$ cat src/rtl/gpfp_pkg.sv
// shared types, character codes and header table for the position field packer
`timescale 1ns / 1ps

package gpfp_pkg;

    typedef enum logic [1:0] {
        KIND_DATA  = 2'd0,
        KIND_ABORT = 2'd1,
        KIND_DONE  = 2'd2
    } t_kind;

    // one queue entry: up to two results from a single request
    typedef struct packed {
        logic       two;
        logic [7:0] byte0;
        t_kind      kind0;
        logic [7:0] byte1;
    } t_entry;

    localparam int QUEUE_DEPTH = 4;
    localparam int QPTR_W      = 2;
    localparam int QCNT_W      = 3;
    localparam int HIDX_W      = 3;
    localparam int FCNT_W      = 4;

    localparam logic [7:0] CH_COMMA   = 8'h2C;
    localparam logic [7:0] CH_DOT     = 8'h2E;
    localparam logic [7:0] CH_N       = 8'h4E;
    localparam logic [7:0] CH_S       = 8'h53;
    localparam logic [7:0] CH_W       = 8'h57;
    localparam logic [7:0] CH_E       = 8'h45;
    localparam logic [7:0] DIGIT_OFS  = 8'd48;
    localparam logic [7:0] PACK_OFS   = 8'd32;

    localparam logic [FCNT_W-1:0] FIELD_SKIP_HI  = 4'd2;
    localparam logic [FCNT_W-1:0] FIELD_SKIP_MID = 4'd5;

    function automatic logic [7:0] hdr_char(input logic [HIDX_W-1:0] idx);
        logic [7:0] c;
        case (idx)
            3'd0:    c = 8'h24;  // $
            3'd1:    c = 8'h50;  // P
            3'd2:    c = 8'h47;  // G
            3'd3:    c = 8'h52;  // R
            3'd4:    c = 8'h4D;  // M
            3'd5:    c = 8'h46;  // F
            default: c = 8'h00;
        endcase
        return c;
    endfunction

endpackage

$ cat src/rtl/gpfp_if.sv
// valid/ready channel interfaces for sentence bytes and packed results
`timescale 1ns / 1ps

interface gpfp_in_if;
    logic       valid;
    logic       ready;
    logic [7:0] rx_byte;
    logic       sentence_start;

    modport source (output valid, output rx_byte, output sentence_start, input ready);
    modport sink   (input valid, input rx_byte, input sentence_start, output ready);
endinterface

interface gpfp_out_if;
    logic       valid;
    logic       ready;
    logic [7:0] out_byte;
    logic [1:0] kind;
    logic       last;

    modport source (output valid, output out_byte, output kind, output last, input ready);
    modport sink   (input valid, input out_byte, input kind, input last, output ready);
endinterface

$ cat src/rtl/gps_position_field_packer.sv
// top level of the position sentence field packer
//
// usage:
//   i_in carries one sentence character per request (rx_byte) with
//   sentence_start marking the first byte of a sentence; o_out carries the
//   results (out_byte, kind, last). both channels use valid/ready.
//   the front end checks the header, counts commas and packs digit pairs;
//   each request that yields results pushes one entry (one or two results)
//   into a four-entry queue, and the output stage issues them one per cycle
//   while o_out.ready is high. a result passes through the queue and the
//   output register before it is presented. throughput: one request per
//   cycle while the queue is not full; a W or E that flushes a half byte
//   yields two results from one entry; the queue absorbs these bursts.
//   when the receiver stalls the queue fills and i_in.ready drops once it
//   holds four entries; requests that produce no result keep flowing until
//   then, and the stalled result holds steady.
//   reset (synchronous, active low) returns to idle, empties the queue and
//   drops any pending output.
`timescale 1ns / 1ps

module gps_position_field_packer #(
    parameter int HEADER_LEN = 6,
    parameter int END_FIELD  = 10
) (
    input  logic       i_clk,
    input  logic       i_rst_n,
    gpfp_in_if.sink    i_in,
    gpfp_out_if.source o_out
);
    import gpfp_pkg::*;

    logic   push;
    logic   full;
    logic   q_valid;
    logic   pop;
    t_entry push_data;
    t_entry q_data;

    gpfp_front #(
        .HEADER_LEN (HEADER_LEN),
        .END_FIELD  (END_FIELD)
    ) u_front (
        .i_clk   (i_clk),
        .i_rst_n (i_rst_n),
        .i_in    (i_in),
        .i_full  (full),
        .o_push  (push),
        .o_entry (push_data)
    );

    gpfp_queue u_queue (
        .i_clk   (i_clk),
        .i_rst_n (i_rst_n),
        .i_push  (push),
        .i_data  (push_data),
        .i_pop   (pop),
        .o_full  (full),
        .o_valid (q_valid),
        .o_data  (q_data)
    );

    gpfp_back u_back (
        .i_clk     (i_clk),
        .i_rst_n   (i_rst_n),
        .i_q_valid (q_valid),
        .i_q_data  (q_data),
        .o_pop     (pop),
        .o_out     (o_out)
    );

endmodule

$ cat src/rtl/gpfp_front.sv
// front end: header check, field counting and digit packing per received byte
`timescale 1ns / 1ps

module gpfp_front #(
    parameter int HEADER_LEN = 6,
    parameter int END_FIELD  = 10
) (
    input  logic            i_clk,
    input  logic            i_rst_n,
    gpfp_in_if.sink         i_in,
    input  logic            i_full,
    output logic            o_push,
    output gpfp_pkg::t_entry o_entry
);
    import gpfp_pkg::*;

    localparam logic [1:0] PH_IDLE   = 2'd0;
    localparam logic [1:0] PH_HEADER = 2'd1;
    localparam logic [1:0] PH_BODY   = 2'd2;

    localparam logic [HIDX_W:0]   HLEN = (HIDX_W+1)'(HEADER_LEN);
    localparam logic [FCNT_W-1:0] EFLD = FCNT_W'(END_FIELD);

    logic [1:0]        r_phase, n_phase;
    logic [HIDX_W-1:0] r_hidx, n_hidx;
    logic [FCNT_W-1:0] r_fc, n_fc;
    logic              r_np, n_np;
    logic [7:0]        r_pb, n_pb;

    logic              accept;
    logic [7:0]        c;
    logic [7:0]        d;
    logic [1:0]        ph;
    logic [FCNT_W-1:0] fc_inc;
    logic              push;
    t_entry            ent;

    assign i_in.ready = !i_full;
    assign accept     = i_in.valid && !i_full;
    assign c          = i_in.rx_byte;
    assign d          = 8'(c - DIGIT_OFS);
    assign ph         = i_in.sentence_start ? PH_HEADER : r_phase;
    assign fc_inc     = FCNT_W'(r_fc + 1'b1);

    always_comb begin
        n_phase = r_phase;
        n_hidx  = r_hidx;
        n_fc    = r_fc;
        n_np    = r_np;
        n_pb    = r_pb;
        push    = 1'b0;
        ent     = '{two: 1'b0, byte0: 8'd0, kind0: KIND_DATA, byte1: 8'd0};
        if (i_in.sentence_start) begin
            n_hidx = '0;
            n_fc   = '0;
            n_np   = 1'b0;
            n_pb   = '0;
        end
        case (ph)
            PH_HEADER: begin
                if (c != hdr_char(i_in.sentence_start ? '0 : r_hidx)) begin
                    push      = 1'b1;
                    ent.kind0 = KIND_ABORT;
                    n_phase   = PH_IDLE;
                    n_hidx    = '0;
                end else if ((HIDX_W+1)'(n_hidx) + 1'b1 >= HLEN) begin
                    n_phase = PH_BODY;
                    n_hidx  = '0;
                end else begin
                    n_phase = PH_HEADER;
                    n_hidx  = HIDX_W'(n_hidx + 1'b1);
                end
            end
            PH_BODY: begin
                if (c == CH_COMMA) begin
                    n_fc = fc_inc;
                    if (fc_inc >= EFLD) begin
                        push      = 1'b1;
                        ent.kind0 = KIND_DONE;
                        n_phase   = PH_IDLE;
                        n_fc      = '0;
                        n_np      = 1'b0;
                        n_pb      = '0;
                    end
                end else if (r_fc <= FIELD_SKIP_HI || r_fc == FIELD_SKIP_MID
                             || c == CH_DOT) begin
                    // unstored field or dropped dot
                end else if (c == CH_W || c == CH_E) begin
                    push = 1'b1;
                    if (r_np) begin
                        ent.two   = 1'b1;
                        ent.byte0 = 8'(r_pb + PACK_OFS);
                        ent.byte1 = c;
                        n_np      = 1'b0;
                    end else begin
                        ent.byte0 = c;
                    end
                end else if (c == CH_N || c == CH_S) begin
                    push      = 1'b1;
                    ent.byte0 = c;
                end else if (!r_np) begin
                    n_pb = {d[3:0], 4'd0};
                    n_np = 1'b1;
                end else begin
                    push      = 1'b1;
                    ent.byte0 = 8'(r_pb + d + PACK_OFS);
                    n_np      = 1'b0;
                end
            end
            default: begin
                // idle: bytes without a start marker are ignored
            end
        endcase
    end

    assign o_push  = accept && push;
    assign o_entry = ent;

    always_ff @(posedge i_clk) begin
        if (!i_rst_n) begin
            r_phase <= PH_IDLE;
            r_hidx  <= '0;
            r_fc    <= '0;
            r_np    <= 1'b0;
            r_pb    <= '0;
        end else if (accept) begin
            r_phase <= n_phase;
            r_hidx  <= n_hidx;
            r_fc    <= n_fc;
            r_np    <= n_np;
            r_pb    <= n_pb;
        end
    end

    a_hidx_range: assert property (@(posedge i_clk) disable iff (!i_rst_n)
        (r_phase == PH_HEADER) |-> ((HIDX_W+1)'(r_hidx) < HLEN))
        else $error("header index past header length");

    a_nibble_in_body: assert property (@(posedge i_clk) disable iff (!i_rst_n)
        r_np |-> (r_phase == PH_BODY))
        else $error("pending nibble outside body");

    a_field_range: assert property (@(posedge i_clk) disable iff (!i_rst_n)
        r_fc < EFLD)
        else $error("field count reached end without closing record");

endmodule

$ cat src/rtl/gpfp_queue.sv
// short fifo of result entries between the front end and the output stage
`timescale 1ns / 1ps

module gpfp_queue (
    input  logic             i_clk,
    input  logic             i_rst_n,
    input  logic             i_push,
    input  gpfp_pkg::t_entry i_data,
    input  logic             i_pop,
    output logic             o_full,
    output logic             o_valid,
    output gpfp_pkg::t_entry o_data
);
    import gpfp_pkg::*;

    t_entry            r_mem [QUEUE_DEPTH];
    logic [QPTR_W-1:0] r_wp, r_rp;
    logic [QCNT_W-1:0] r_cnt;
    logic              pop;

    assign o_full  = (r_cnt == QCNT_W'(QUEUE_DEPTH));
    assign o_valid = (r_cnt != '0);
    assign o_data  = r_mem[r_rp];
    assign pop     = i_pop && o_valid;

    always_ff @(posedge i_clk) begin
        if (i_push) begin
            r_mem[r_wp] <= i_data;
        end
    end

    always_ff @(posedge i_clk) begin
        if (!i_rst_n) begin
            r_wp  <= '0;
            r_rp  <= '0;
            r_cnt <= '0;
        end else begin
            if (i_push) begin
                r_wp <= QPTR_W'(r_wp + 1'b1);
            end
            if (pop) begin
                r_rp <= QPTR_W'(r_rp + 1'b1);
            end
            if (i_push && !pop) begin
                r_cnt <= QCNT_W'(r_cnt + 1'b1);
            end else if (pop && !i_push) begin
                r_cnt <= QCNT_W'(r_cnt - 1'b1);
            end
        end
    end

    a_no_overflow: assert property (@(posedge i_clk) disable iff (!i_rst_n)
        o_full |-> !i_push)
        else $error("push into full queue");

endmodule

$ cat src/rtl/gpfp_back.sv
// output stage: issues one or two results per queue entry with the last flag
`timescale 1ns / 1ps

module gpfp_back (
    input  logic             i_clk,
    input  logic             i_rst_n,
    input  logic             i_q_valid,
    input  gpfp_pkg::t_entry i_q_data,
    output logic             o_pop,
    gpfp_out_if.source       o_out
);
    import gpfp_pkg::*;

    t_entry r_entry;
    logic   r_valid;
    logic   r_sel;
    logic   is_last;
    logic   take;
    logic   load;

    assign is_last = r_sel || !r_entry.two;
    assign take    = r_valid && o_out.ready;
    assign load    = i_q_valid && (!r_valid || (take && is_last));
    assign o_pop   = load;

    assign o_out.valid    = r_valid;
    assign o_out.out_byte = r_sel ? r_entry.byte1 : r_entry.byte0;
    assign o_out.kind     = r_sel ? KIND_DATA : r_entry.kind0;
    assign o_out.last     = is_last;

    always_ff @(posedge i_clk) begin
        if (load) begin
            r_entry <= i_q_data;
        end
    end

    always_ff @(posedge i_clk) begin
        if (!i_rst_n) begin
            r_valid <= 1'b0;
            r_sel   <= 1'b0;
        end else if (load) begin
            r_valid <= 1'b1;
            r_sel   <= 1'b0;
        end else if (take) begin
            if (is_last) begin
                r_valid <= 1'b0;
                r_sel   <= 1'b0;
            end else begin
                r_sel   <= 1'b1;
            end
        end
    end

    a_second_half: assert property (@(posedge i_clk) disable iff (!i_rst_n)
        r_sel |-> (r_valid && r_entry.two))
        else $error("second result selected without a two-result entry");

endmodule
$ cat src/flat_wrapper.sv
// flat-port wrapper written by rule: the top's interface ports become plain ports
module gps_position_field_packer_flat import gpfp_pkg::*;
#(
    parameter int HEADER_LEN = 6,
    parameter int END_FIELD  = 10
)
  (i_clk, i_rst_n, i_in_valid, i_in_rx_byte, i_in_sentence_start, i_in_ready, o_out_valid, o_out_out_byte, o_out_kind, o_out_last, o_out_ready);
  gpfp_in_if i_in_i ();
  gpfp_out_if o_out_i ();
  input  logic i_clk;
  input  logic i_rst_n;
  input wire logic [$bits(i_in_i.valid)-1:0] i_in_valid;
  input wire logic [$bits(i_in_i.rx_byte)-1:0] i_in_rx_byte;
  input wire logic [$bits(i_in_i.sentence_start)-1:0] i_in_sentence_start;
  output wire logic [$bits(i_in_i.ready)-1:0] i_in_ready;
  output wire logic [$bits(o_out_i.valid)-1:0] o_out_valid;
  output wire logic [$bits(o_out_i.out_byte)-1:0] o_out_out_byte;
  output wire logic [$bits(o_out_i.kind)-1:0] o_out_kind;
  output wire logic [$bits(o_out_i.last)-1:0] o_out_last;
  input wire logic [$bits(o_out_i.ready)-1:0] o_out_ready;
  assign i_in_i.valid = i_in_valid;
  assign i_in_i.rx_byte = i_in_rx_byte;
  assign i_in_i.sentence_start = i_in_sentence_start;
  assign i_in_ready = i_in_i.ready;
  assign o_out_valid = o_out_i.valid;
  assign o_out_out_byte = o_out_i.out_byte;
  assign o_out_kind = o_out_i.kind;
  assign o_out_last = o_out_i.last;
  assign o_out_i.ready = o_out_ready;
  gps_position_field_packer #(.HEADER_LEN(HEADER_LEN), .END_FIELD(END_FIELD)) u_core (.i_clk(i_clk), .i_rst_n(i_rst_n), .i_in(i_in_i), .o_out(o_out_i));
endmodule
$ cat config.mk
export PLATFORM = sky130hd
export DESIGN_NAME = gps_position_field_packer_flat
export DESIGN_NICKNAME = d
export VERILOG_FILES = /design/src/rtl/gpfp_pkg.sv /design/src/rtl/gpfp_if.sv /design/src/rtl/gps_position_field_packer.sv /design/src/rtl/gpfp_front.sv /design/src/rtl/gpfp_queue.sv /design/src/rtl/gpfp_back.sv /design/src/flat_wrapper.sv
export SDC_FILE = /design/constraint.sdc
export NUM_CORES = 1
export LEC_CHECK = 0
export BUFFER_PORTS_ARGS = -buffer_cell sky130_fd_sc_hd__buf_2
export CAP_MARGIN = 20
export CORE_ASPECT_RATIO = 1.4
export CORE_MARGIN = 10
export CORE_UTILIZATION = 50
export CTS_BUF_LIST = sky130_fd_sc_hd__clkbuf_4 sky130_fd_sc_hd__clkbuf_8
export CTS_CLUSTER_DIAMETER = 80
export CTS_CLUSTER_SIZE = 14
export DETAILED_ROUTE_END_ITERATION = 7
export HOLD_SLACK_MARGIN = 0.08
export PLACE_DENSITY = 0.69
export SYNTH_ARGS = -nofsm -noshare
export SYNTH_HDL_FRONTEND = slang
export SYNTH_HIERARCHICAL = 1
export SYNTH_SLANG_ARGS = --single-unit
$ cat constraint.sdc
create_clock -name i_clk -period 3.65 [get_ports i_clk]
set_input_delay 0 -clock i_clk [delete_from_list [all_inputs] [get_ports i_clk]]
set_output_delay 0 -clock i_clk [all_outputs]
set_load 0.01 [all_outputs]
* Word level (Yosys, flattened, before mapping)
Memories as Yosys holds them, arrays and structs flattened. A register that Yosys moved wholly into a read port is not among the register bits.
Index checks and enable logic that the tools add are counted.
** Storage, ports and cells
- Memories kept :: 1
- Output and inout port bits :: 13
- Input bits :: 13
- Bits in registers :: 27
- Bits in writable memories :: 76
- Logic and storage cells :: 140
** Operators by class
- Bitwise gates (word level) :: 1
- Muxes and demuxes :: 68
- $lt $le $gt $ge :: 3
- Reductions and logical operators :: 28
- $add $sub $neg :: 11
- Eq/ne operators :: 18
** Memory list
- u_core.u_queue.r_mem :: depth 4, bits a word 19, read ports 1, clocked after memory_dff 1, wr ports 1, line gpfp_queue.sv:16 : t_entry r_mem [QUEUE_DEPTH];
** Operators by type and width (count)
- $mux 8 :: 19
- $pmux 7 s6 :: 1
- $eq 8x7->1 const B :: 4
- $mux 9 :: 3
- $mux 1 :: 24
- $mux 3 :: 6
- $add 8x6->8 const B :: 2
- $eq 8x6->1 const B :: 2
- $mux 2 :: 8
- $mux 4 :: 4
- $eq 3x3->1 const B :: 3
- $add 8x8->8 :: 1
- $logic_and 1x1->1 :: 8
- $ne 8x8->1 :: 1
- $pmux 2 s2 :: 2
- $reduce_bool 2->1 :: 4
- $sub 8x6->8 const B :: 1
- $add 3x1->3 const B :: 2
- $eq 3x2->1 const B :: 2
- $logic_or 1x1->1 :: 6
- $logic_not 1->1 :: 5
- $add 2x1->2 const B :: 2
- $add 3x1->4 const B :: 1
- $add 4x1->4 const B :: 1
- 16 further kinds :: 17

* Longest topological paths before layout
- Depth after elaboration :: 12
- Depth in mapped cells :: 17
- Depth with buffers taken out :: 16

* Cells and area by module
The synthesis kept the hierarchy.
** By module, submodules not included
- gpfp_queue :: area each 3261.9 µm², cells each 142, sequential area each 2462.4 µm², times used 1
- gpfp_front :: area each 2272.2 µm², cells each 293, sequential area each 360.3 µm², times used 1
- gpfp_back :: area each 829.5 µm², cells each 41, sequential area each 610.6 µm², times used 1

* Least setup slack after synthesis
No wires, ideal clock.
- Path kind :: register -> register
- Start point :: register u_core.u_front.r_hidx[0]
- End point :: register u_core.u_queue.r_cnt[2]
- Library setup time :: 0.076 ns
- Required time :: 3.574 ns
- Clock period less this slack :: 3.442 ns
- Buffers on the path :: 2
- Arrival :: 3.366 ns
- Slack :: 0.208 ns
- Stages on the path, launching flop included :: 18
- Cell sequence :: dfxtp_1 -> buf_6 -> nor2b_1 -> inv_1 -> ha_1 -> buf_4 -> nor4_1 -> a211oi_1 -> a221o_1 -> nor4_4 -> nor2b_1 -> o21a_1 -> ha_1 -> inv_1 -> fa_1 -> xor2_1 -> or3_1 -> a21boi_0
** On the way
- Longest elaborated chain between the ends :: 11
- Elaborated cells on any way between the ends :: 18
- Those cells by class :: 6 x eq/ne; 6 x mux; 6 x reduce/logical
** Ends and longest elaborated chain
- start, declared :: line gpfp_front.sv:25 : logic [HIDX_W-1:0] r_hidx, n_hidx;
- start signal, assigned :: line gpfp_front.sv:128 : r_hidx <= n_hidx;
- $mux 3 * :: line gpfp_front.sv:61 : if (c != hdr_char(i_in.sentence_start ? '0 : r_hidx)) begin
- $eq 3x3->1 (tied with other cells) :: line gpfp_pkg.sv:40 : case (idx)
- $pmux 7 s6 * :: line gpfp_pkg.sv:40
- $mux 8 * :: line gpfp_front.sv:59 : case (ph)
- $ne 8x8->1 * :: line gpfp_front.sv:61
- $mux 1 * :: line gpfp_front.sv:61
- $pmux 1 s2 * :: line gpfp_front.sv:59
- $logic_and 1x1->1 * :: line gpfp_front.sv:116 : assign o_push = accept && push;
- via u_core.push :: line gps_position_field_packer.sv:32 : logic push;
- $logic_not 1->1 :: line gpfp_queue.sv:46 : end else if (pop && !i_push) begin
- $logic_and 1x1->1 :: line gpfp_queue.sv:46
- $reduce_bool 2->1 (no source line)
- end signal, assigned :: line gpfp_queue.sv:45 : r_cnt <= QCNT_W'(r_cnt + 1'b1);
- end signal, assigned :: line gpfp_queue.sv:47 : r_cnt <= QCNT_W'(r_cnt - 1'b1);
- end, declared :: line gpfp_queue.sv:18 : logic [QCNT_W-1:0] r_cnt;
The timed path passes the listed nets; every way through them passes the cells marked *. The select of a mux whose other input is x is not followed.
A chain may end at the register's enable or synchronous reset.

* Final worst setup path
- Start point :: register u_core.u_front.r_hidx[1]
- End point :: register u_core.u_queue.r_cnt[2]
Same word-level chain as after synthesis.

==> metrics.txt <==
status=finished clean; Wirelength per Cell=between 15 and 20 um; post-route minimum period=3.448 ns; initial antenna violation count=0; Critical Setup Path Class=reg2reg; IO Port Bufs=25; H-tree depth=4; first-pass GRT wire length=a little over 20000 um; critical path depth=16; root buffer cell=clkbuf_8; chip height=153.5 um; routed vias/inst=around 5.8; CP endpoint kind=register; Max VDD drop=approximately 0.00023 V; CP max stage delay=about 0.43 ns; simple-gate portion of the synthesized area=between 10% and 20%; CP Buf/Inv Count=2; drt first-iter violations=185; post-synthesis register bit count=124; Finish-stage setup viols=0; total CTS buffers=17; final worst path period share=between 90 and 100%; Compound-Gate Fraction of Synth Area=a little under a tenth; vias in the first global route=roughly 4000; Post-Route WL=between 10000 and 15000 um; top_reg_cell synth=edfxtp_1; Yosys warnings=6; Mean Syn Cell Area=approximately 13 um2; adder-cell share of the synthesized area=under 10%; Worst path slowest cell=fa_1; share of layout cells above drive strength 1=between 20% and 30%; Pleak=about 2.7 nW; CP arrival=between 3 and 4 ns; Nets=~570; HP Class=in2reg; fillcell total=1005; RD Place Congestion=approximately 0.85; die area=around 18000 um2; r2r worst-path depth=16; Core Area=around 12000 um2; Fin. Hold Viols=0; RSZ-0062 raised after global routing=false; DRT Pass-1 Iters=4; CP max FO=7; Max-slew headroom=around two fifths; row count=48; CTS tree=yes; routed vias=3994; Initial Utilization=51.19%; Hold Slack=approximately 0.11 ns; mapped cell area=6364 um2; fraction of synthesis flops using an asynchronous set or reset pin=0%; largest net degree at the start of global routing=27; TNS Setup=0 ns; clock-pin slew on the worst setup and hold paths=0.08 ns; XOR/XNOR share of the synthesized area=2.615%; Worst Tran Pin Value=~0.88 ns; main combinational cell family by area after synthesis=simple AND/OR/NAND/NOR gates; final setup skew=between 0.015 and 0.02 ns; post-route cell area=a little over 7000 um2; delay-heaviest family, CP=simple AND/OR/NAND/NOR gates; Worst Setup Start Kind=register; GRT Total Usage=~14%; mux contribution to synthesized area=between 10% and 20%; clock sinks=~120; CP Data Required Time=about 4.0 ns; Worst Hold Path Cells=3; Post-DRT Antenna Nets=0; IO Count=26; Max Buffers Root-to-Sink=2; P&R area growth vs syn=12.09%; crit-path most repeated cell=ha_1; die width=roughly 120 um; HPWL after detailed placement=just under 9000 um; n_diodes=0; worst reg-to-reg setup slack=0.20 ns; # Max-Cap Violations=0; PwrDens=roughly 500 nW/um2; clk_lat worst skew=around 0.43 ns; Critical Path, Cell by Cell=nand2b_1 > inv_1 > ha_1 > ha_1 > nor2_1 > o221ai_1 > nor3_2 > nor4_4 > nor2b_2 > o21a_4 > ha_1 > inv_1 > fa_1 > xor2_1 > or3_1 > a21boi_0; gr ovfl total=0; Post-Syn Instances=476; final max-slew violation count=0; # DRC=0; Distinct cells, synth=73; sequential-to-total area share from yosys stat=53.95%; Placed Area=between 6000 and 7000 um2; Max Clk Rate=around 290 MHz; Post-synth EDFFs=95
sequential cells by signal, summed over array words and instances, names as in the netlist, named ones only:
name / flops
u_core/u_back/r_sel: 1
u_core/u_queue/r_mem: 76
u_core/u_front/r_pb: 8
u_core/u_front/r_phase: 2
u_core/u_back/r_entry: 19
u_core/u_front/r_hidx: 3
u_core/u_front/r_np: 1
u_core/u_front/r_fc: 4
u_core/u_queue/r_wp: 2
u_core/u_back/o_out.valid: 1
u_core/u_queue/r_cnt: 3
u_core/u_queue/r_rp: 2
synth_stat cells (all sizes together), types with 8 or more instances:
| cell | n | area, um2 |
|---|---|---|
| buf | 15 | 125.1 |
| nor3 | 8 | 56.31 |
| and2 | 18 | 112.6 |
| dfxtp | 29 | 580.6 |
| ha | 34 | 425.4 |
| a211oi | 10 | 75.07 |
| inv | 27 | 101.3 |
| a21oi | 14 | 70.07 |
| mux2 | 9 | 127.6 |
| nand2 | 30 | 112.6 |
| edfxtp | 95 | 2853 |
| mux4 | 19 | 461.7 |
| nor2b | 10 | 62.56 |
| o21ai | 18 | 90.09 |
| nor2 | 18 | 67.56 |
| xnor2 | 14 | 122.6 |
worst reg2reg max path, stage by stage, from the launching register on:
cell and delay (ns):
dfxtp_1 0.33, nand2b_1 0.14, inv_1 0.10, ha_1 0.20, ha_1 0.21, nor2_1 0.15, o221ai_1 0.18, nor3_2 0.27
nor4_4 0.07, nor2b_2 0.22, o21a_4 0.19, ha_1 0.18, inv_1 0.06, fa_1 0.43, xor2_1 0.17, or3_1 0.30
a21boi_0 0.17
final timing paths:
kind,to,start
setup / recovery,u_core/u_queue/r_cnt[2],u_core/u_front/r_hidx[1]
hold / removal,u_core/u_queue/r_mem[3][14],i_in_rx_byte[4]
setup reg to reg,u_core/u_queue/r_cnt[2],u_core/u_front/r_hidx[1]
hold reg to reg,u_core/u_front/r_pb[2],u_core/u_front/r_pb[2]
stage by stage:
| stage | setup slack, ns | cells | total power (W) | utilization (%) |
|---|---|---|---|---|
| 2_1_floorplan | 0.2083 | 477 | 0.002224 | - |
| 3_3_place_gp | 0.1984 | 645 | 0.002366 | 53.43 |
| 3_5_place_dp | -0.05722 | 645 | 0.002389 | 53.43 |
| 4_1_cts | 0.04032 | 685 | 0.003517 | 57.11 |
| 5_1_grt | 0.01493 | 686 | 0.003639 | 57.38 |
| 6_report | 0.2021 | 686 | 0.003474 | 57.38 |
layout make-up:
type                            instances  area [um2]  share of cell area, %
Timing Repair Buffer                   49       325.3                  4.561
Tap cell                              150       187.7                  2.631
Clock inverter                         15       141.4                  1.982
Sequential cell                       124        3433                  48.13
Inverter                               27       101.3                  1.421
Clock buffer                           17       234.0                  3.280
Multi-Input combinational cell        304        2710                  37.99
where the power goes:
| group | switching (W) | leakage, nW | internal [W] | total, W |
|---|---|---|---|---|
| registers | 0.0000656 | 1.18 | 0.00166 | 0.00172 |
| logic | 0.000317 | 1.31 | 0.000310 | 0.000627 |
| clock network | 0.000619 | 0.188 | 0.000506 | 0.00113 |
routing by layer:
layer	vias up	share of wire (%)	track usage (%)
li1	1895	-	-
met1	2001	41	15.96
met2	81	55	25.41
met3	17	3.1	2.899
met4	0	1.7	6.114
met5	-	0	0
cells in the final DEF (no fill, tap or decap), types with 16 or more instances in the layout:
master / count
o21ai_0: 18
nand2_1: 30
buf_4: 16
clkbuf_8: 17
ha_1: 33
inv_1: 26
buf_2: 25
edfxtp_1: 95
dfxtp_1: 29
and2_1: 18
nor2_1: 18
cell families (layout without fill, tap and decap cells):
family / after synthesis / in the layout
fa+ha+maj: 36 / 36
mux: 33 / 33
buf+inv: 49 / 108
xor+xnor: 19 / 19
flops: 124 / 124
other cells: 1 / 2
compound gates: 82 / 82
simple gates: 132 / 132
what timing repair did:
item,in CTS,in global routing
hold buffers,8,0
buffers inserted,0,1
endpoints found under the setup margin,1,2
endpoints found under the hold margin,26,0
gates resized for setup,1,6
pin swaps,0,2
No activity file was read; power rests on OpenSTA's default activity.
